$ cat src/hdl/lsps_pkg.sv
// Shared constants, register codes, types and sequencer states for the line sensor steering block.
`timescale 1ns / 1ps

package lsps_pkg;

  // Sample, fraction and gain widths
  localparam int SAMPLE_BITS = 12;
  localparam int FRAC_BITS   = 12;
  localparam int GAIN_BITS   = 12;

  // Register and result field widths
  localparam int BASE_W  = 14;
  localparam int GAIN_W  = 12;
  localparam int LEVEL_W = 12;
  localparam int MAXS_W  = 8;
  localparam int DRIVE_W = 8;
  localparam int FLAG_W  = 8;

  // Position error datapath widths
  localparam int NUM_W = SAMPLE_BITS + 4;
  localparam int MAG_W = SAMPLE_BITS + 3;
  localparam int DEN_W = SAMPLE_BITS + 3;
  localparam int QUO_W = FRAC_BITS + 2;
  localparam int DVD_W = MAG_W + FRAC_BITS;
  localparam int ERR_W = FRAC_BITS + 3;
  localparam int CHG_W = ERR_W + 1;
  localparam int CNT_W = $clog2(QUO_W + 1);
  localparam int CMP_W = (SAMPLE_BITS > LEVEL_W) ? SAMPLE_BITS : LEVEL_W;

  // Drive datapath widths
  localparam int S_W    = ((FRAC_BITS + 4 > BASE_W) ? FRAC_BITS + 4 : BASE_W) + GAIN_BITS + 2;
  localparam int MB_W   = GAIN_W + 1;
  localparam int P_W    = S_W + MB_W;
  localparam int HUND_W = P_W - FRAC_BITS - GAIN_BITS;

  localparam logic signed [MB_W-1:0]  HUNDRED   = MB_W'(100);
  localparam logic signed [ERR_W-1:0] ERR_LIMIT = ERR_W'(3 << FRAC_BITS);

  // APB port
  localparam int DATA_W    = 32;
  localparam int ADDR_W    = 5;
  localparam int REG_IDX_W = ADDR_W - 2;

  // Register reset values
  localparam logic [BASE_W-1:0]  BASE_SPEED_RST = BASE_W'(6144);
  localparam logic [GAIN_W-1:0]  PROP_GAIN_RST  = GAIN_W'(860);
  localparam logic [GAIN_W-1:0]  DERIV_GAIN_RST = GAIN_W'(0);
  localparam logic [LEVEL_W-1:0] THRESHOLD_RST  = LEVEL_W'(3000);
  localparam logic [LEVEL_W-1:0] RED_LOW_RST    = LEVEL_W'(500);
  localparam logic [LEVEL_W-1:0] RED_HIGH_RST   = LEVEL_W'(2500);
  localparam logic [MAXS_W-1:0]  MAX_SPEED_RST  = MAXS_W'(200);

  typedef enum logic [REG_IDX_W-1:0] {
    REG_BASE_SPEED,
    REG_PROP_GAIN,
    REG_DERIV_GAIN,
    REG_LINE_THRESHOLD,
    REG_RED_LOW,
    REG_RED_HIGH,
    REG_MAX_SPEED
  } lsps_reg_e;

  typedef struct packed {
    logic [BASE_W-1:0]  base_speed;
    logic [GAIN_W-1:0]  prop_gain;
    logic [GAIN_W-1:0]  deriv_gain;
    logic [LEVEL_W-1:0] line_threshold;
    logic [LEVEL_W-1:0] red_low;
    logic [LEVEL_W-1:0] red_high;
    logic [MAXS_W-1:0]  max_speed;
  } lsps_cfg_t;

  typedef enum logic [2:0] {
    ST_IDLE,
    ST_DIV,
    ST_MUL_P,
    ST_MUL_D,
    ST_MUL_R,
    ST_MUL_L,
    ST_DONE
  } lsps_state_e;

endpackage

$ cat src/hdl/lsps_if.sv
// Valid/ready channel interfaces for sensor frames and steering results.
`timescale 1ns / 1ps

interface lsps_in_if import lsps_pkg::*; ();
  logic                   valid;
  logic                   ready;
  logic [SAMPLE_BITS-1:0] far_right;
  logic [SAMPLE_BITS-1:0] near_right;
  logic [SAMPLE_BITS-1:0] center;
  logic [SAMPLE_BITS-1:0] near_left;
  logic [SAMPLE_BITS-1:0] far_left;
  logic [SAMPLE_BITS-1:0] mid_right;
  logic [SAMPLE_BITS-1:0] mid_left;

  modport source (
    output valid, far_right, near_right, center, near_left, far_left, mid_right, mid_left,
    input  ready
  );
  modport sink (
    input  valid, far_right, near_right, center, near_left, far_left, mid_right, mid_left,
    output ready
  );
endinterface

interface lsps_out_if import lsps_pkg::*; ();
  logic                    valid;
  logic                    ready;
  logic [DRIVE_W-1:0]      right_drive;
  logic [DRIVE_W-1:0]      left_drive;
  logic signed [ERR_W-1:0] position_error;
  logic [FLAG_W-1:0]       line_flags;
  logic                    no_signal;

  modport source (
    output valid, right_drive, left_drive, position_error, line_flags, no_signal,
    input  ready
  );
  modport sink (
    input  valid, right_drive, left_drive, position_error, line_flags, no_signal,
    output ready
  );
endinterface

$ cat src/hdl/lsps_cfg.sv
// APB configuration register bank for the steering block.
`timescale 1ns / 1ps

module lsps_cfg import lsps_pkg::*; (
  input  logic              clk_i,
  input  logic              rst_ni,
  input  logic              psel,
  input  logic              penable,
  input  logic              pwrite,
  input  logic [ADDR_W-1:0] paddr,
  input  logic [DATA_W-1:0] pwdata,
  output logic [DATA_W-1:0] prdata,
  output logic              pready,
  output lsps_cfg_t         cfg_o
);

  lsps_cfg_t cfg_q, cfg_d;
  lsps_reg_e reg_idx;
  logic      wr_en;

  assign pready  = 1'b1;
  assign reg_idx = lsps_reg_e'(paddr[ADDR_W-1:2]);
  assign wr_en   = psel & penable & pwrite;

  // Decode the write transaction
  always_comb begin
    cfg_d = cfg_q;
    if (wr_en) begin
      case (reg_idx)
        REG_BASE_SPEED:     cfg_d.base_speed     = pwdata[BASE_W-1:0];
        REG_PROP_GAIN:      cfg_d.prop_gain      = pwdata[GAIN_W-1:0];
        REG_DERIV_GAIN:     cfg_d.deriv_gain     = pwdata[GAIN_W-1:0];
        REG_LINE_THRESHOLD: cfg_d.line_threshold = pwdata[LEVEL_W-1:0];
        REG_RED_LOW:        cfg_d.red_low        = pwdata[LEVEL_W-1:0];
        REG_RED_HIGH:       cfg_d.red_high       = pwdata[LEVEL_W-1:0];
        REG_MAX_SPEED:      cfg_d.max_speed      = pwdata[MAXS_W-1:0];
        default:            cfg_d = cfg_q;
      endcase
    end
  end

  always_ff @(posedge clk_i or negedge rst_ni) begin
    if (!rst_ni) begin
      cfg_q.base_speed     <= BASE_SPEED_RST;
      cfg_q.prop_gain      <= PROP_GAIN_RST;
      cfg_q.deriv_gain     <= DERIV_GAIN_RST;
      cfg_q.line_threshold <= THRESHOLD_RST;
      cfg_q.red_low        <= RED_LOW_RST;
      cfg_q.red_high       <= RED_HIGH_RST;
      cfg_q.max_speed      <= MAX_SPEED_RST;
    end else begin
      cfg_q <= cfg_d;
    end
  end

  // Return the addressed register on reads
  always_comb begin
    case (reg_idx)
      REG_BASE_SPEED:     prdata = DATA_W'(cfg_q.base_speed);
      REG_PROP_GAIN:      prdata = DATA_W'(cfg_q.prop_gain);
      REG_DERIV_GAIN:     prdata = DATA_W'(cfg_q.deriv_gain);
      REG_LINE_THRESHOLD: prdata = DATA_W'(cfg_q.line_threshold);
      REG_RED_LOW:        prdata = DATA_W'(cfg_q.red_low);
      REG_RED_HIGH:       prdata = DATA_W'(cfg_q.red_high);
      REG_MAX_SPEED:      prdata = DATA_W'(cfg_q.max_speed);
      default:            prdata = '0;
    endcase
  end

  assign cfg_o = cfg_q;

endmodule

$ cat src/hdl/lsps_div.sv
// Restoring divider, one quotient bit per cycle, for the position error.
`timescale 1ns / 1ps

module lsps_div import lsps_pkg::*; (
  input  logic             clk_i,
  input  logic             rst_ni,
  input  logic             start_i,
  input  logic [DVD_W-1:0] dividend_i,
  input  logic [DEN_W-1:0] divisor_i,
  output logic             done_o,
  output logic [QUO_W-1:0] quotient_o
);

  logic             busy_q, busy_d;
  logic             done_q, done_d;
  logic [CNT_W-1:0] cnt_q, cnt_d;
  logic [DEN_W-1:0] rem_q, rem_d;
  logic [QUO_W-1:0] quo_q, quo_d;
  logic [DEN_W-1:0] den_q, den_d;
  logic [DEN_W:0]   trial;
  logic [DEN_W:0]   diff;
  logic             fits;

  // Shift in the next dividend bit and try the subtraction
  assign trial = {rem_q, quo_q[QUO_W-1]};
  assign diff  = trial - {1'b0, den_q};
  assign fits  = (trial >= {1'b0, den_q});

  always_comb begin
    busy_d = busy_q;
    done_d = 1'b0;
    cnt_d  = cnt_q;
    rem_d  = rem_q;
    quo_d  = quo_q;
    den_d  = den_q;
    if (start_i) begin
      // The quotient is known to fit in QUO_W bits, so the top bits start as remainder
      busy_d = 1'b1;
      cnt_d  = CNT_W'(QUO_W);
      rem_d  = DEN_W'(dividend_i[DVD_W-1:QUO_W]);
      quo_d  = dividend_i[QUO_W-1:0];
      den_d  = divisor_i;
    end else if (busy_q) begin
      rem_d = fits ? diff[DEN_W-1:0] : trial[DEN_W-1:0];
      quo_d = {quo_q[QUO_W-2:0], fits};
      cnt_d = cnt_q - CNT_W'(1);
      if (cnt_q == CNT_W'(1)) begin
        busy_d = 1'b0;
        done_d = 1'b1;
      end
    end
  end

  always_ff @(posedge clk_i or negedge rst_ni) begin
    if (!rst_ni) begin
      busy_q <= 1'b0;
      done_q <= 1'b0;
      cnt_q  <= '0;
    end else begin
      busy_q <= busy_d;
      done_q <= done_d;
      cnt_q  <= cnt_d;
    end
  end

  always_ff @(posedge clk_i) begin
    rem_q <= rem_d;
    quo_q <= quo_d;
    den_q <= den_d;
  end

  assign done_o     = done_q;
  assign quotient_o = quo_q;

endmodule

$ cat src/hdl/lsps_mul.sv
// Shared signed multiplier used for both gain terms and the hundredths scaling.
`timescale 1ns / 1ps

module lsps_mul import lsps_pkg::*; (
  input  logic signed [S_W-1:0]  a_i,
  input  logic signed [MB_W-1:0] b_i,
  output logic signed [P_W-1:0]  p_o
);

  // Extend both operands to the product width, then multiply
  logic signed [P_W-1:0] a_ext;
  logic signed [P_W-1:0] b_ext;

  assign a_ext = {{(P_W-S_W){a_i[S_W-1]}}, a_i};
  assign b_ext = {{(P_W-MB_W){b_i[MB_W-1]}}, b_i};
  assign p_o   = a_ext * b_ext;

endmodule

$ cat src/hdl/line_sensor_pd_steering_top.sv
// Top level of the line sensor steering block: sequencer, shared datapath and result register.
//
// Usage: one sensor frame (seven unsigned samples) enters on in_ch, a valid/ready channel;
// a transaction completes at a rising edge with valid and ready high. Each frame gives one
// result on out_ch: right and left drive in hundredths, the Q2.12 position error, eight
// line flags and a no-signal flag for a zero front sum.
// Flow: the restoring divider makes one quotient bit per cycle, then the shared multiplier
// makes four passes: proportional term, derivative term, right drive scaling, left drive
// scaling. A new frame is taken only after the last result has left the sequencer;
// in_ch.ready is high only while the sequencer idles. A finished result sits in the output
// register; the next frame is taken while it waits, and if the receiver stalls, the
// following result holds in the sequencer until out_ch frees. The user must write registers
// over the APB port only while no frame is in flight; the block does not enforce this.
// Reset: registers return to their defaults, the stored previous error clears to zero,
// the output register empties and the sequencer idles. No clearing pass is needed.
`timescale 1ns / 1ps

module line_sensor_pd_steering_top import lsps_pkg::*; (
  input  logic              clk_i,
  input  logic              rst_ni,
  lsps_in_if.sink           in_ch,
  lsps_out_if.source        out_ch,
  input  logic              psel,
  input  logic              penable,
  input  logic              pwrite,
  input  logic [ADDR_W-1:0] paddr,
  input  logic [DATA_W-1:0] pwdata,
  output logic [DATA_W-1:0] prdata,
  output logic              pready
);

  lsps_cfg_t   cfg;
  lsps_state_e state_q, state_d;

  logic                    in_acc;
  logic                    out_load;
  logic                    div_done;
  logic [QUO_W-1:0]        quotient;
  logic signed [NUM_W-1:0] num;
  logic [MAG_W-1:0]        num_mag;
  logic [DEN_W-1:0]        den;
  logic [FLAG_W-1:0]       flags;

  logic signed [S_W-1:0]  mul_a;
  logic signed [MB_W-1:0] mul_b;
  logic signed [P_W-1:0]  prod;
  logic signed [S_W-1:0]  base_sh;

  logic signed [ERR_W-1:0] err_next;
  logic signed [CHG_W-1:0] chg_next;

  logic                    neg_q, nosig_q;
  logic [FLAG_W-1:0]       flags_q;
  logic signed [ERR_W-1:0] err_q, prev_q;
  logic signed [CHG_W-1:0] chg_q;
  logic signed [S_W-1:0]   acc_q;
  logic [DRIVE_W-1:0]      right_q, left_q;

  logic                    out_valid_q;
  logic [DRIVE_W-1:0]      out_right_q, out_left_q;
  logic signed [ERR_W-1:0] out_err_q;
  logic [FLAG_W-1:0]       out_flags_q;
  logic                    out_nosig_q;

  // Scale to hundredths, floor, clamp to 0..max
  function automatic logic [DRIVE_W-1:0] to_drive(input logic signed [P_W-1:0] p,
                                                   input logic [MAXS_W-1:0] maxs);
    logic [HUND_W-1:0] hund;
    hund = p[P_W-1:FRAC_BITS+GAIN_BITS];
    if (p[P_W-1]) begin
      to_drive = '0;
    end else if (hund > HUND_W'(maxs)) begin
      to_drive = DRIVE_W'(maxs);
    end else begin
      to_drive = DRIVE_W'(hund);
    end
  endfunction

  lsps_cfg u_cfg (
    .clk_i   (clk_i),
    .rst_ni  (rst_ni),
    .psel    (psel),
    .penable (penable),
    .pwrite  (pwrite),
    .paddr   (paddr),
    .pwdata  (pwdata),
    .prdata  (prdata),
    .pready  (pready),
    .cfg_o   (cfg)
  );

  // Weighted front sum and plain front sum
  always_comb begin
    logic [NUM_W-1:0] pos_sum;
    logic [NUM_W-1:0] neg_sum;
    pos_sum = (NUM_W'(in_ch.far_left) << 1) + NUM_W'(in_ch.far_left) + NUM_W'(in_ch.near_left);
    neg_sum = (NUM_W'(in_ch.far_right) << 1) + NUM_W'(in_ch.far_right)
              + NUM_W'(in_ch.near_right);
    num     = $signed(pos_sum - neg_sum);
    num_mag = num[NUM_W-1] ? MAG_W'(-num) : MAG_W'(num);
    den     = DEN_W'(in_ch.far_right) + DEN_W'(in_ch.near_right) + DEN_W'(in_ch.center)
              + DEN_W'(in_ch.near_left) + DEN_W'(in_ch.far_left);
  end

  // Line detection flags
  always_comb begin
    logic [CMP_W-1:0] thr, rlo, rhi, fr, nr, c, nl, fl, mr, ml;
    thr = CMP_W'(cfg.line_threshold);
    rlo = CMP_W'(cfg.red_low);
    rhi = CMP_W'(cfg.red_high);
    fr  = CMP_W'(in_ch.far_right);
    nr  = CMP_W'(in_ch.near_right);
    c   = CMP_W'(in_ch.center);
    nl  = CMP_W'(in_ch.near_left);
    fl  = CMP_W'(in_ch.far_left);
    mr  = CMP_W'(in_ch.mid_right);
    ml  = CMP_W'(in_ch.mid_left);
    flags[0] = (fr >= thr) && (fl >= thr);
    flags[1] = (mr >= thr) && (ml >= thr);
    flags[2] = (c >= thr) && (mr >= thr) && (ml >= thr);
    flags[3] = (fr >= thr) || (nr >= thr) || (c >= thr) || (nl >= thr) || (fl >= thr);
    flags[4] = (mr >= thr);
    flags[5] = (ml >= thr);
    flags[6] = (c >= thr);
    flags[7] = (mr >= rlo) && (mr <= rhi) && (ml >= rlo) && (ml <= rhi);
  end

  lsps_div u_div (
    .clk_i      (clk_i),
    .rst_ni     (rst_ni),
    .start_i    (in_acc),
    .dividend_i ({num_mag, {FRAC_BITS{1'b0}}}),
    .divisor_i  (den),
    .done_o     (div_done),
    .quotient_o (quotient)
  );

  // Signed error from the quotient, and its change against the last frame
  always_comb begin
    logic signed [ERR_W-1:0] q_ext;
    q_ext = $signed(ERR_W'(quotient));
    if (nosig_q) begin
      err_next = '0;
    end else if (neg_q) begin
      err_next = -q_ext;
    end else begin
      err_next = q_ext;
    end
    chg_next = {err_next[ERR_W-1], err_next} - {prev_q[ERR_W-1], prev_q};
  end

  // Sequencer: next state
  always_comb begin
    state_d = state_q;
    case (state_q)
      ST_IDLE:  if (in_acc) state_d = ST_DIV;
      ST_DIV:   if (div_done) state_d = ST_MUL_P;
      ST_MUL_P: state_d = ST_MUL_D;
      ST_MUL_D: state_d = ST_MUL_R;
      ST_MUL_R: state_d = ST_MUL_L;
      ST_MUL_L: state_d = ST_DONE;
      ST_DONE:  if (out_load) state_d = ST_IDLE;
      default:  state_d = ST_IDLE;
    endcase
  end

  assign base_sh = $signed(S_W'({cfg.base_speed, {GAIN_BITS{1'b0}}}));

  // Sequencer: outputs and multiplier operand selection
  always_comb begin
    in_ch.ready = 1'b0;
    out_load    = 1'b0;
    mul_a       = '0;
    mul_b       = '0;
    case (state_q)
      ST_IDLE:  in_ch.ready = 1'b1;
      ST_MUL_P: begin
        mul_a = {{(S_W-ERR_W){err_q[ERR_W-1]}}, err_q};
        mul_b = $signed({1'b0, cfg.prop_gain});
      end
      ST_MUL_D: begin
        mul_a = {{(S_W-CHG_W){chg_q[CHG_W-1]}}, chg_q};
        mul_b = $signed({1'b0, cfg.deriv_gain});
      end
      ST_MUL_R: begin
        mul_a = base_sh + acc_q;
        mul_b = HUNDRED;
      end
      ST_MUL_L: begin
        mul_a = base_sh - acc_q;
        mul_b = HUNDRED;
      end
      ST_DONE:  out_load = !out_valid_q || out_ch.ready;
      default:  in_ch.ready = 1'b0;
    endcase
  end

  assign in_acc = in_ch.valid && in_ch.ready;

  lsps_mul u_mul (
    .a_i (mul_a),
    .b_i (mul_b),
    .p_o (prod)
  );

  // Control state and stored previous error
  always_ff @(posedge clk_i or negedge rst_ni) begin
    if (!rst_ni) begin
      state_q     <= ST_IDLE;
      prev_q      <= '0;
      out_valid_q <= 1'b0;
    end else begin
      state_q <= state_d;
      if (state_q == ST_DIV && div_done) begin
        prev_q <= err_next;
      end
      if (out_load) begin
        out_valid_q <= 1'b1;
      end else if (out_ch.ready) begin
        out_valid_q <= 1'b0;
      end
    end
  end

  // Datapath and result registers
  always_ff @(posedge clk_i) begin
    if (in_acc) begin
      neg_q   <= num[NUM_W-1];
      nosig_q <= (den == '0);
      flags_q <= flags;
    end
    if (state_q == ST_DIV && div_done) begin
      err_q <= err_next;
      chg_q <= chg_next;
    end
    if (state_q == ST_MUL_P) acc_q <= prod[S_W-1:0];
    if (state_q == ST_MUL_D) acc_q <= acc_q + prod[S_W-1:0];
    if (state_q == ST_MUL_R) right_q <= to_drive(prod, cfg.max_speed);
    if (state_q == ST_MUL_L) left_q <= to_drive(prod, cfg.max_speed);
    if (out_load) begin
      out_right_q <= right_q;
      out_left_q  <= left_q;
      out_err_q   <= err_q;
      out_flags_q <= flags_q;
      out_nosig_q <= nosig_q;
    end
  end

  assign out_ch.valid          = out_valid_q;
  assign out_ch.right_drive    = out_right_q;
  assign out_ch.left_drive     = out_left_q;
  assign out_ch.position_error = out_err_q;
  assign out_ch.line_flags     = out_flags_q;
  assign out_ch.no_signal      = out_nosig_q;

  // An accepted frame starts the divider run
  a_acc_to_div: assert property (@(posedge clk_i) disable iff (!rst_ni)
    in_acc |=> state_q == ST_DIV)
    else $error("accepted frame did not enter the divide phase");

  // The divider finishes only while the sequencer waits for it
  a_done_in_div: assert property (@(posedge clk_i) disable iff (!rst_ni)
    div_done |-> state_q == ST_DIV)
    else $error("divider finished outside the divide phase");

  // A zero front sum reports zero error
  a_nosig_err: assert property (@(posedge clk_i) disable iff (!rst_ni)
    out_ch.valid && out_ch.no_signal |-> out_ch.position_error == '0)
    else $error("no-signal result with nonzero error");

  // Drives never exceed the ceiling
  a_drive_clamp: assert property (@(posedge clk_i) disable iff (!rst_ni)
    out_ch.valid |-> out_ch.right_drive <= cfg.max_speed
                     && out_ch.left_drive <= cfg.max_speed)
    else $error("drive above ceiling");

  // Error stays within three sensor pitches
  a_err_range: assert property (@(posedge clk_i) disable iff (!rst_ni)
    out_ch.valid |-> out_ch.position_error <= ERR_LIMIT
                     && out_ch.position_error >= -ERR_LIMIT)
    else $error("position error out of range");

endmodule

$ cat src/flat_wrapper.sv
// flat-port wrapper written by rule: the top's interface ports become plain ports
module line_sensor_pd_steering_top_flat import lsps_pkg::*;
  (clk_i, rst_ni, psel, penable, pwrite, paddr, pwdata, prdata, pready, in_ch_valid, in_ch_far_right, in_ch_near_right, in_ch_center, in_ch_near_left, in_ch_far_left, in_ch_mid_right, in_ch_mid_left, in_ch_ready, out_ch_valid, out_ch_right_drive, out_ch_left_drive, out_ch_position_error, out_ch_line_flags, out_ch_no_signal, out_ch_ready);
  lsps_in_if in_ch_i ();
  lsps_out_if out_ch_i ();
  input  logic clk_i;
  input  logic rst_ni;
  input  logic psel;
  input  logic penable;
  input  logic pwrite;
  input  logic [ADDR_W-1:0] paddr;
  input  logic [DATA_W-1:0] pwdata;
  output logic [DATA_W-1:0] prdata;
  output logic pready;
  input wire logic [$bits(in_ch_i.valid)-1:0] in_ch_valid;
  input wire logic [$bits(in_ch_i.far_right)-1:0] in_ch_far_right;
  input wire logic [$bits(in_ch_i.near_right)-1:0] in_ch_near_right;
  input wire logic [$bits(in_ch_i.center)-1:0] in_ch_center;
  input wire logic [$bits(in_ch_i.near_left)-1:0] in_ch_near_left;
  input wire logic [$bits(in_ch_i.far_left)-1:0] in_ch_far_left;
  input wire logic [$bits(in_ch_i.mid_right)-1:0] in_ch_mid_right;
  input wire logic [$bits(in_ch_i.mid_left)-1:0] in_ch_mid_left;
  output wire logic [$bits(in_ch_i.ready)-1:0] in_ch_ready;
  output wire logic [$bits(out_ch_i.valid)-1:0] out_ch_valid;
  output wire logic [$bits(out_ch_i.right_drive)-1:0] out_ch_right_drive;
  output wire logic [$bits(out_ch_i.left_drive)-1:0] out_ch_left_drive;
  output wire logic [$bits(out_ch_i.position_error)-1:0] out_ch_position_error;
  output wire logic [$bits(out_ch_i.line_flags)-1:0] out_ch_line_flags;
  output wire logic [$bits(out_ch_i.no_signal)-1:0] out_ch_no_signal;
  input wire logic [$bits(out_ch_i.ready)-1:0] out_ch_ready;
  assign in_ch_i.valid = in_ch_valid;
  assign in_ch_i.far_right = in_ch_far_right;
  assign in_ch_i.near_right = in_ch_near_right;
  assign in_ch_i.center = in_ch_center;
  assign in_ch_i.near_left = in_ch_near_left;
  assign in_ch_i.far_left = in_ch_far_left;
  assign in_ch_i.mid_right = in_ch_mid_right;
  assign in_ch_i.mid_left = in_ch_mid_left;
  assign in_ch_ready = in_ch_i.ready;
  assign out_ch_valid = out_ch_i.valid;
  assign out_ch_right_drive = out_ch_i.right_drive;
  assign out_ch_left_drive = out_ch_i.left_drive;
  assign out_ch_position_error = out_ch_i.position_error;
  assign out_ch_line_flags = out_ch_i.line_flags;
  assign out_ch_no_signal = out_ch_i.no_signal;
  assign out_ch_i.ready = out_ch_ready;
  line_sensor_pd_steering_top u_core (.clk_i(clk_i), .rst_ni(rst_ni), .in_ch(in_ch_i), .out_ch(out_ch_i), .psel(psel), .penable(penable), .pwrite(pwrite), .paddr(paddr), .pwdata(pwdata), .prdata(prdata), .pready(pready));
endmodule
$ cat config.mk
export PLATFORM = sky130hd
export DESIGN_NAME = line_sensor_pd_steering_top_flat
export DESIGN_NICKNAME = d
export VERILOG_FILES = /design/src/hdl/lsps_pkg.sv /design/src/hdl/lsps_if.sv /design/src/hdl/lsps_cfg.sv /design/src/hdl/lsps_div.sv /design/src/hdl/lsps_mul.sv /design/src/hdl/line_sensor_pd_steering_top.sv /design/src/flat_wrapper.sv
export SDC_FILE = /design/constraint.sdc
export NUM_CORES = 2
export LEC_CHECK = 0
export BUFFER_PORTS_ARGS = -buffer_cell sky130_fd_sc_hd__buf_4
export CAP_MARGIN = 0
export CORE_MARGIN = 10
export CORE_UTILIZATION = 58
export CTS_CLUSTER_DIAMETER = 150
export DETAILED_ROUTE_END_ITERATION = 7
export PLACE_DENSITY = 0.79
export SLEW_MARGIN = 20
export SYNTH_ARGS = -nofsm -noshare
export SYNTH_HDL_FRONTEND = slang
export SYNTH_HIERARCHICAL = 1
export SYNTH_SLANG_ARGS = --single-unit
$ cat constraint.sdc
create_clock -name clk_i -period 9.4 [get_ports clk_i]
set_input_delay 1.41 -clock clk_i [delete_from_list [all_inputs] [get_ports clk_i]]
set_output_delay 1.41 -clock clk_i [all_outputs]
set_load 0.05 [all_outputs]
Word level (Yosys, flattened, before mapping) --
Index checks and enable logic that the tools add are counted.
Cells by class: add/sub/neg operators 17, $mul 1, order comparisons 13, eq/ne operators 16, multiplexer cells 31, bitwise logic cells 2, reductions and logical operators 30
Operators by type and width (number):
- $pmux W30 S4 | 1
- $ge A12 B12 Y1 | 9
- $pmux W14 S7 | 1
- $mux W15 | 4
- $mux W30 | 2
- $add A15 B12 Y15 | 3
- $mul A30 B13 Y43 | 1
- $pmux W12 S3 | 1
- $add A16 B12 Y16 | 2
- $add A27 B30 Y30 | 1
- $add A30 B30 Y30 | 1
- $sub A27 B30 Y30 | 1
- $add A13 B12 Y14 | 2
- $mux W14 | 2
- $mux W13 | 2
- $le A12 B12 Y1 | 2
- $pmux W3 S7 | 1
- $gt A19 B8 Y1 | 1
- $eq A3 B3 Y1 const B | 6
- $ge A16 B15 Y1 | 1
- $mux W8 | 2
- $sub A15 B15 Y16 | 1
- $sub A16 B16 Y16 | 1
- $logic_not A15 Y1 | 1
- other kinds (22) | 61
Storage, ports and cells: bits in registers 278, logic and storage cells 141

Depth between registers and ports, before layout --
depth after elaboration 7, depth in mapped cells 40, gate-level depth less buffers 39

Cells and area by module --
Netlist, hierarchy kept.
By module, submodules not included:
- line_sensor_pd_steering_top | times used 1, cells each 1816, area an instance 16575.9 sq um, sequential area each 4289.1 sq um
- lsps_mul | times used 1, cells each 1411, area an instance 12826.1 sq um, sequential area each 0.0 sq um
- lsps_cfg | times used 1, cells each 293, area an instance 3995.1 sq um, sequential area each 2088.3 sq um
- lsps_div | times used 1, cells each 282, area an instance 3070.4 sq um, sequential area each 1451.4 sq um

Worst setup path before layout --
OpenSTA, ideal clock, no wires.
path type register -> register, from reg u_core.u_cfg.cfg_q (netlist bit u_core/u_cfg/cfg_o[69]), to reg u_core.left_q[0], data pin, library setup time 0.268 ns, arrival time 8.955 ns, data required time 9.132 ns, slack 0.177 ns, cell stages (with the launch flop) 36, path buffers 0, cell sequence dfrtp_1 > ha_1 > a2111oi_2 > o21bai_1 > o221ai_1 > a21oi_1 > o31ai_1 > or3_1 > and3_1 > nor2_1 > o21ai_0 > and2_1 > fa_1 > inv_1 > fa_1 > inv_1 > fa_1 > fa_1 > fa_1 > ha_1 > ha_1 > a21o_1 > nand2b_1 > and3_1 > o2111a_1 > o21ai_2 > o311ai_2 > o41a_1 > and4_1 > or4_1 > nor4_1 > nand2_1 > nor4_1 > nand3_1 > mux2i_1 > nor2_1
On the way: word-level cells in the longest chain between the ends 6, elaborated cells between the ends (all ways) 7
RTL lines:
- start, declared | line lsps_cfg.sv:17 | lsps_cfg_t cfg_q, cfg_d;
- start signal, assigned | line lsps_cfg.sv:52 | cfg_q <= cfg_d;
- $sub A27 B30 Y30 / $add A27 B30 Y30 (equally long branches) | line line_sensor_pd_steering_top.sv:190, line_sensor_pd_steering_top.sv:186
- $pmux W30 S4 * | line line_sensor_pd_steering_top.sv:175 | case (state_q)
- net u_core.mul_a[20] | line line_sensor_pd_steering_top.sv:44 | logic signed [S_W-1:0] mul_a;
- $mul A30 B13 Y43 * | line lsps_mul.sv:16 | assign p_o = a_ext * b_ext;
- net u_core.prod[41] | line line_sensor_pd_steering_top.sv:46 | logic signed [P_W-1:0] prod;
- $gt A19 B8 Y1 * | line line_sensor_pd_steering_top.sv:72 | end else if (hund > HUND_W'(maxs)) begin
- $mux W8 * | line line_sensor_pd_steering_top.sv:72
- $mux W8 *
- end signal, assigned | line line_sensor_pd_steering_top.sv:239 | if (state_q == ST_MUL_L) left_q <= to_drive(prod, cfg.max_speed);
- end, declared | line line_sensor_pd_steering_top.sv:57 | logic [DRIVE_W-1:0] right_q, left_q;
The timed path passes the listed nets; every way through them passes the cells marked *. A chain may end at the register's enable or synchronous reset.

Final worst setup path --
from reg u_core.u_cfg.cfg_q (netlist bit u_core/u_cfg/cfg_o[68]), to reg u_core.acc_q[29], data pin
On the way: word-level cells in the longest chain between the ends 5, elaborated cells between the ends (all ways) 7
RTL lines:
- $sub A27 B30 Y30 / $add A27 B30 Y30 (equally long branches) | line line_sensor_pd_steering_top.sv:190, line_sensor_pd_steering_top.sv:186
- $pmux W30 S4 * | line line_sensor_pd_steering_top.sv:175
- net u_core.mul_a[14] | line line_sensor_pd_steering_top.sv:44
- $mul A30 B13 Y43 * | line lsps_mul.sv:16
- net u_core.prod[20] | line line_sensor_pd_steering_top.sv:46
- $add A30 B30 Y30 * | line line_sensor_pd_steering_top.sv:237 | if (state_q == ST_MUL_D) acc_q <= acc_q + prod[S_W-1:0];
- $mux W30 * | line line_sensor_pd_steering_top.sv:237
- end signal, assigned | line line_sensor_pd_steering_top.sv:236 | if (state_q == ST_MUL_P) acc_q <= prod[S_W-1:0];
- end signal, assigned | line line_sensor_pd_steering_top.sv:237
- end, declared | line line_sensor_pd_steering_top.sv:56 | logic signed [S_W-1:0] acc_q;
The timed path passes the listed nets; every way through them passes the cells marked *. The select of a mux whose other input is x is not followed.

==> flow_summary.rst <==
.. list-table::
   :header-rows: 1

   * - Metric
     - Value
   * - Number of maximum-capacitance constraint violations
     - 0
   * - Headroom to the max-slew limit
     - between 20% and 30%
   * - Clk slew on worst S/H paths
     - approximately 60 ps
   * - CTS buffer count
     - 29
   * - Number of placement rows
     - between 90 and 100
   * - Leading cell types by count after synthesis
     - 592 x inv_1, 434 x fa_1, 381 x nand2_1
   * - Slew at the pin closest to its max-slew limit
     - 1160 ps
   * - Crit path arrival time
     - approximately 9600 ps
   * - Final number of hold-violating endpoints
     - 0
   * - Final number of max-transition violations
     - 0
   * - Cell chosen for the clock root
     - clkbuf_16
   * - Antenna-violating nets left
     - 0
   * - Start point of the worst min-delay path
     - u_core/left_q[3]
   * - Share of post-route cells with drive strength above 1
     - roughly a fifth
   * - Wire length of the first global-routing pass
     - approximately 160000 um
   * - Placed cell area
     - 0.0401 sq mm
   * - Slowest library cell on the worst path
     - fa_1
   * - Area added between synthesis and finish
     - 15.9%
   * - Max H-tree Level
     - 1
   * - Synthesis Warnings
     - 6
   * - Final period utilization
     - a little over nine tenths
   * - Result of the run
     - finished, final reports clean
   * - Post-synth top area cell
     - fa_1
   * - DRT iter0 DRCs
     - around 2200
   * - Top-area cell type share of the netlist area
     - 23.8%
   * - I/O pins
     - 203
   * - Required time at the endpoint of the critical path
     - 9690 ps
   * - Worst-path fanout max
     - 5
   * - Final instance area
     - 0.0423 sq mm
   * - Maximum count of clock buffers along a single path
     - 3
   * - Diodes inserted
     - 0
   * - Timing-limited maximum frequency
     - roughly 110 MHz
   * - Synth Flop Type
     - edfxtp_1
   * - Via-to-Cell Ratio
     - between 5 and 6
   * - Worst-case clock skew
     - 22.5 ps
   * - Pre-CTS worst setup slack
     - -212 ps
   * - Portion of the post-synthesis area used by sequential elements
     - 21.5%
   * - Average wire per standard cell
     - between 15 and 20 um
   * - Antenna violations before repair
     - 0
   * - Routed vias
     - roughly 29000
   * - Clock tree from TritonCTS
     - done
   * - Count of mapped cells out of synthesis
     - 3802
   * - Flop and latch count out of synthesis
     - 278
   * - Library cells used by synthesis
     - 97
   * - Estimated wirelength of the detail-placed design
     - 77300 um
   * - Total wire length after detailed routing
     - 98300 um
   * - Pin count of the biggest net entering global routing
     - between 60 and 70
   * - Kind of end point of the critical path
     - flop
   * - Min-delay worst type
     - reg2reg
   * - DRC viols
     - 0
   * - Setup Crit Path Kind
     - reg2reg
   * - Chip Width
     - 271 um
   * - Clock latency at the later pin of the worst-skew pair
     - 570 ps
   * - Chip Height
     - 271 um
   * - Post-layout min period
     - 9270 ps
   * - Worst Slack Setup Final
     - 127 ps
   * - Remaining global-route overflow
     - 0
   * - Most used cell along the critical path
     - fa_1
   * - Syn_area_per_cell
     - around 9.6 sq um
   * - Final Net Count
     - 5073
   * - Count of final setup violators
     - 0
   * - Library cell with the highest instance count after synthesis
     - inv_1
   * - Total track usage
     - 25.9%
   * - Reg2reg start
     - u_core/u_cfg/cfg_o[68]
   * - Area of the placeable core
     - 0.0619 sq mm
   * - Top cells by area, synth
     - fa_1 24%, edfxtp_1 14%, ha_1 13%, inv_1 6.1%, dfrtp_1 5.4%
   * - Crit-path max cell delay
     - 570 ps
   * - Unrepaired setup endpoints after global routing
     - yes
   * - Global placement routability congestion
     - about 0.93
   * - PortBufs
     - between 150 and 200
   * - Fraction of registers with async set/reset
     - 38.5%
   * - Number of global-route vias before repair
     - just under 30000
   * - CP startpoint
     - u_core/u_cfg/cfg_o[68]
   * - Starting density of the core
     - 58.9%
   * - Kind of start point of the critical path
     - flop
   * - Total die area
     - 0.0733 sq mm
   * - Total clock sinks
     - 278
   * - Number of optimization iterations in the first detailed-route pass
     - 6
   * - Hold-fix buffer count after cts
     - 0
   * - Number of enable flip-flop cells after synthesis
     - 169
   * - Mapped Area
     - between 0.03 and 0.04 sq mm
-- metrics by stage --
step	setup TNS (ps)	std cells	utilization [%]	hold slack, ps
CTS	0	4980	66.6	419
global route	-4580	5003	68.2	428
floorplan	0	3836	-	400
global placement	-2200	4925	64.8	400
finish	0	5003	68.2	418
detailed placement	-3270	4925	64.8	405
-- worst max-delay path: cells and delay by family (launching register included) --
family                     cells  cell delay (ps)
adders and majority gates     10             4060
buffers and inverters          5              590
and+or+nand+nor                9             1390
DFF                            1              470
xor gates and xnor gates       3              470
AOI/OAI and AO/OA             11             2020
-- cell families (layout without fill, tap and decap cells) --
family / after synthesis / in the layout / synth area share, %
other: 3 / 37 / 0.0309
and+or+nand+nor: 1005 / 1005 / 13.4
muxes: 169 / 169 / 5.02
buffers and inverters: 747 / 1077 / 8.13
xor gates and xnor gates: 153 / 153 / 3.67
DFF: 278 / 278 / 21.5
AOI/OAI and AO/OA: 646 / 646 / 11.9
adders and majority gates: 801 / 801 / 36.4
-- what timing repair did --
action                                  in CTS  in global routing
resized for setup                           21                168
hold endpoints to repair                     0                  0
pin swaps                                    9                 73
setup buffers                                2                 21
gates cloned                                 0                  2
endpoints found under the setup margin      17                 24
-- area by class of cell --
class,instances,area [sq um]
flip-flops and latches,278,7830
clock inverters,14,170
multi-input cells,2811,26700
fillers,4683,19700
well taps,837,1050
clock buffers,39,816
inverters,594,2230
repair buffers,430,3460
-- per-layer routing --
metal | global-route usage (%) | share of wire [%]
met5 | 0 | 0
met4 | 6.72 | 2.8
met3 | 3.74 | 6.5
met2 | 43.8 | 48
met1 | 34.5 | 42
-- placed cells by master, fill, tap and decap left out, types with 107 or more instances in the layout --
| cell | synthesis | final |
|---|---|---|
| fa_1 | 434 | 425 |
| edfxtp_1 | 169 | 169 |
| nor2_1 | 189 | 179 |
| nand2_1 | 381 | 373 |
| buf_4 | 27 | 406 |
| o21ai_0 | 153 | 128 |
| a21oi_1 | 123 | 107 |
| mux2_2 | 111 | 111 |
| inv_1 | 592 | 585 |
| and2_1 | 166 | 161 |
| ha_1 | 367 | 343 |
-- worst paths after layout --
check | end | slack [ps] | cells after the start
max | u_core/acc_q[29] | 130 | 38
min | u_core/out_ch.left_drive[3] | 420 | 0
max reg2reg | u_core/acc_q[29] | 130 | 38
min reg2reg | u_core/out_ch.left_drive[3] | 420 | 0
max in group asynchronous | u_core/u_cfg/cfg_o[68] | 7220 | 2
min in group asynchronous | u_core/u_div/cnt_q[1] | 930 | 1
-- registers in the layout, indices dropped and copies added, names as in the netlist, 3 cells and up --
| signal | cells |
|---|---|
| u_core/acc_q | 30 |
| u_core/chg_q | 16 |
| u_core/err_q | 15 |
| u_core/flags_q | 8 |
| u_core/left_q | 8 |
| u_core/out_ch.left_drive | 8 |
| u_core/out_ch.line_flags | 8 |
| u_core/out_ch.position_error | 15 |
| u_core/out_ch.right_drive | 8 |
| u_core/prev_q | 15 |
| u_core/right_q | 8 |
| u_core/state_q | 3 |
| u_core/u_cfg/cfg_o | 82 |
| u_core/u_div/cnt_q | 4 |
| u_core/u_div/den_q | 15 |
| u_core/u_div/quotient_o | 14 |
| u_core/u_div/rem_q | 15 |
Power is left out: the tool's default activity adds up to more than one toggle a clock period on the data nets, which glitch-free logic cannot reach.
